**src/hw/rtl/swmv_ram.sv**
```systemverilog
// ----------------------------------------------------------------------------
// Generic RAM
// One write port, one read port, registered read data.
// ----------------------------------------------------------------------------
`default_nettype none

module swmv_ram #(
    parameter int Width = 8,
    parameter int Depth = 16
) (
    input  wire logic                                    aclk,
    input  wire logic                                    wr_en,
    input  wire logic [((Depth > 1) ? $clog2(Depth) : 1)-1:0] wr_addr,
    input  wire logic [Width-1:0]                        wr_data,
    input  wire logic                                    rd_en,
    input  wire logic [((Depth > 1) ? $clog2(Depth) : 1)-1:0] rd_addr,
    output logic      [Width-1:0]                        rd_data
);

    logic [Width-1:0] mem [Depth];

    always_ff @(posedge aclk) begin
        if (wr_en) begin
            mem[wr_addr] <= wr_data;
        end
        if (rd_en) begin
            rd_data <= mem[rd_addr];
        end
    end

endmodule

`default_nettype wire

```
**config.mk**
```make
export PLATFORM = sky130hd
export DESIGN_NAME = swmv_ram
export DESIGN_NICKNAME = d
export VERILOG_FILES = /design/src/hw/rtl/swmv_ram.sv
export SDC_FILE = /design/constraint.sdc
export NUM_CORES = 1
export LEC_CHECK = 0
export ABC_AREA = 1
export BUFFER_PORTS_ARGS = -buffer_cell sky130_fd_sc_hd__buf_2
export CELL_PAD_IN_SITES_DETAIL_PLACEMENT = 1
export CELL_PAD_IN_SITES_GLOBAL_PLACEMENT = 1
export CORE_ASPECT_RATIO = 1.4
export CORE_MARGIN = 2
export CORE_UTILIZATION = 49
export CTS_CLUSTER_SIZE = 8
export DETAILED_ROUTE_END_ITERATION = 6
export GPL_ROUTABILITY_DRIVEN = 0
export GPL_TIMING_DRIVEN = 0
export PLACE_DENSITY_LB_ADDON = 0.1
export SLEW_MARGIN = 5
export SYNTH_ARGS = -nofsm -noshare
export SYNTH_HDL_FRONTEND = slang
export SYNTH_SLANG_ARGS = --single-unit
```
**constraint.sdc**
```tcl
create_clock -name aclk -period 1.68 [get_ports aclk]
set_input_delay 0.504 -clock aclk [delete_from_list [all_inputs] [get_ports aclk]]
set_output_delay 0.504 -clock aclk [all_outputs]
set_load 0.005 [all_outputs]
```
* Word level (Yosys, flattened, before mapping) *
Memories as Yosys holds them, arrays and structs flattened. A register that Yosys moved wholly into a read port is not among the register bits.
Cells that the tools add are included.

operators by class
  mux-type cells = 2
  magnitude comparators = 0
  shift-type cells = 0
  add/subtract/negate cells = 0
  reductions and logical operators = 0
  div/mod/pow operators = 0
  equality and inequality tests = 0
  bitwise logic cells = 0
  $mul = 0

operators by type and width
  kind               count
  1-bit two-way mux  2

word-level totals
  output and inout bits = 8
  memory bits (writable) = 128
  bits in registers = 0
  word-level logic and storage cells = 3
  memory bits (read-only) = 0
  input port bits = 19
  latch bits = 0
  memories kept = 1

memory list
  memory  words  bits a word  rd ports  clocked after Yosys merged registers in  wr ports  RTL line  RTL
  mem     16     8            1         1                                        1         20        logic [Width-1:0] mem [Depth];

* Depth between registers and ports, before layout *
  word-level depth = 2
  depth in mapped cells = 8
  mapped depth without buffers = 7

* Worst setup path after synthesis *
Ideal clock, no wire load.

  path kind = input -> register
  start point = in wr_addr[2] (netlist name)
  end point = mem mem[10][0] (enable)
  stages = 2
  setup time = 370 ps
  slack = 225 ps
  required time = 1310 ps
  arrival = 1085 ps
  buffers on the path = 0
  cells stage by stage = nand3b_1 -> nor2_1

RTL lines
  element          RTL line  RTL
  start, declared  13        input wire logic [((Depth > 1) ? $clog2(Depth) : 1)-1:0] wr_addr,
  end, declared    20

No word-level cell before the write port.

* Final worst setup path *
  start point = in wr_addr[3] (netlist name)
  end point = mem mem[6][7] (enable)

No word-level cell before the write port.

==> metrics.txt <==
first-pass GRT wire length=23670 um; number of cells upsized or downsized after cts=0; layout overhead on the synthesized area=16.65%; total iterations of the first detailed-routing run=4; part of the power in the clock network=49.6%; Mapped Area=just under 6000 sq um; Comb power frac=5.8%; cell count of the worst hold path=1; total congestion overflow=0; GRT Total Usage=26.18%; worst-skew pair later-pin latency=420 ps; startpoint of the lowest-slack register-to-register path=mem[3][1]; areal power density over the cells=1263 nW/um^2; Data arrival, critical path=1630 ps; placement row count=47; wirelength, routed=15430 um; horizontal die dimension=96.32 um; clock root buffer=clkbuf_16; initial core utilization=49.71%; crit path capture type=flip-flop; hold path startpoint=rd_en; number of max-capacitance violations reported=0; number of synthesized register bits=136; Worst Path Max Fanout=8; detailed-route vias per instance=5.356; first-iteration detailed-routing DRC count=211; CTS tree=built; largest stage delay on the critical path=710 ps; area share of fa/ha/maj cells after synthesis=0%; number of slew-limit violations in the final report=0; area occupied by multi-input gates=roughly 1200 sq um; sequential share of the synthesized area=a little over two thirds; Period Utilization, post-route=approximately 94%; Reg area=4084 sq um; DPL Wire Length=10240 um; fill count=1278; distinct cell type count after synthesis=11; area of the die=12830 sq um; share of total power consumed by net switching=21.60%; boundary pin count=27; leak pwr=2.938 nW; kind of start point of the critical path=input pin; simple logic cell fraction of the synthesized area=20.76%; setup repair after global routing missed its margin=false; relative max-transition margin=about two fifths; Port-buffer cells=23; warning count from the yosys run=0; cell count after synthesis=551; Max stage delay cell, worst path=nor2_1; antenna violations before repair=0; maximum level of the CTS H-tree=4; max frequency=633.0 MHz; diode count=0; maximum buffer depth of the clock tree=2; standard cell core area=11760 sq um; cell internal power dissipation=6.754 mW; net count reported at finish=just over 600; pre-CTS setup slack=-304.6 ps; area fraction in compound gates after synthesis=0%; number of buffers created by CTS=17; outcome=completed; total placed cells including tap cells=721; category of the critical setup timing path=in2reg; Routed WL per cell=about 20 um; switching power of the nets=1.861 mW; Clk pin slew, worst setup/hold paths=60 ps; Least-Margin Pin Slew=904.9 ps; syn nets=570; worst clock skew on the final layout=5.626 ps; r2r worst-path depth=6; share of cell area taken by muxes after synthesis=0%; Setup WS post-layout=100.3 ps; DP Area=6146 sq um; required time of the worst setup path=around 1700 ps; main combinational cell family by area after synthesis=simple AND/OR/NAND/NOR gates; Finished Cell Area=6820 sq um; Setup Viol. Count Final=0; worst voltage drop across the vdd grid=0.7842 mV; Routed Antenna Nets=0; post-cts hold buffer count=0; critical path launch point=wr_addr[3]; non-filler instance count after layout=753; pin count of the biggest net entering global routing=17; die outline height=133.3 um; ordered list of cells on the worst path=buf_2, nand3b_1, nor2_1; sequential share of power=44.6%; Final Hold Fails=0; count of buffers added by post-CTS timing repair for setup=0; number of DRC violations after detailed routing=0; mean post-synth cell area=10.61 sq um; number of vias after detailed routing=4033; crit path time final=1580 ps; fraction of layout cells with a size suffix above 1=13.20%; clock sinks=136; vias in the first global route=~4.3k; xor/xnor cell area share of the yosys netlist=0%; worst hold path class=in2reg
==> power by group through the flow <==
| stage | registers, mW | clock network (mW) | logic, mW |
|---|---|---|---|
| 6_report | 3.84 | 4.27 | 0.503 |
| 5_1_grt | 3.85 | 4.40 | 0.556 |
| 4_1_cts | 3.84 | 4.29 | 0.504 |
| 3_5_place_dp | 3.91 | 0 | 0.494 |
| 3_3_place_gp | 3.91 | 0 | 0.481 |
| 2_1_floorplan | 3.91 | 0 | 0.268 |
==> state kept, by name (all words and copies together), names as in the netlist <==
register and count:
rd_data 8, mem 128
==> metrics by stage <==
step	total power, mW	hold slack (ps)	utilization (%)	setup TNS, ps
CTS	8.633	415.8	57.99	0
global route	8.805	434.2	57.99	0
finish	8.616	420.4	57.99	0
floorplan	4.180	602.9	-	0
detailed placement	4.408	771.2	52.26	-26700
global placement	4.390	738.2	52.26	-23150
==> cells in the final DEF, fill, tap and decap left out <==
master	n
inv_6	2
inv_1	100
nand3_1	97
nand3b_1	2
edfxtp_1	136
clkinv_2	1
clkbuf_16	17
nand2_1	173
inv_2	2
clkinv_4	1
bufinv_16	6
buf_2	36
buf_6	6
buf_4	4
nor2_1	17
clkinvlp_4	5
buf_1	1
==> area by class of cell <==
cell class	count	share of cell area (%)
tap	147	2.697
clock buffer	17	6.237
timing repair buffer	23	1.688
sequential	136	59.88
multi-input combinational	289	17.79
buffer	24	2.440
inverter	102	5.614
clock inverter	15	3.651
==> cells by family after synthesis <==
logic type / after synthesis
buffers and inverters: 126
DFF: 136
and+or+nand+nor: 289
==> final timing paths <==
kind | endpoint | slack, ps
hold / removal | rd_data[5] | 420
hold reg to reg | rd_data[5] | 790
setup / recovery | mem[6][7] | 100
setup reg to reg | rd_data[1] | 450
==> worst max-delay path: cells and delay by family <==
kind | cells | cell delay, ps
buf+inv | 1 | 120
simple gates | 2 | 1000
==> synth_stat cells <==
cell type,instances,area share [%]
buf_2,13,1.1
buf_4,4,0.51
nor2_1,17,1.1
inv_1,100,6.4
buf_6,6,1.2
nand3b_1,2,0.26
inv_2,2,0.13
nand2_1,173,11
buf_1,1,0.064
edfxtp_1,136,70
nand3_1,97,8.3
==> per-layer routing <==
metal	track usage (%)	part of all wire (%)	vias up
met2	43.09	51	140
met1	34.31	41	2004
met4	9.937	2.2	0
met3	4.808	5.6	28
met5	0	0	-
li1	-	-	1861
Power figures use the tool's default switching activity.
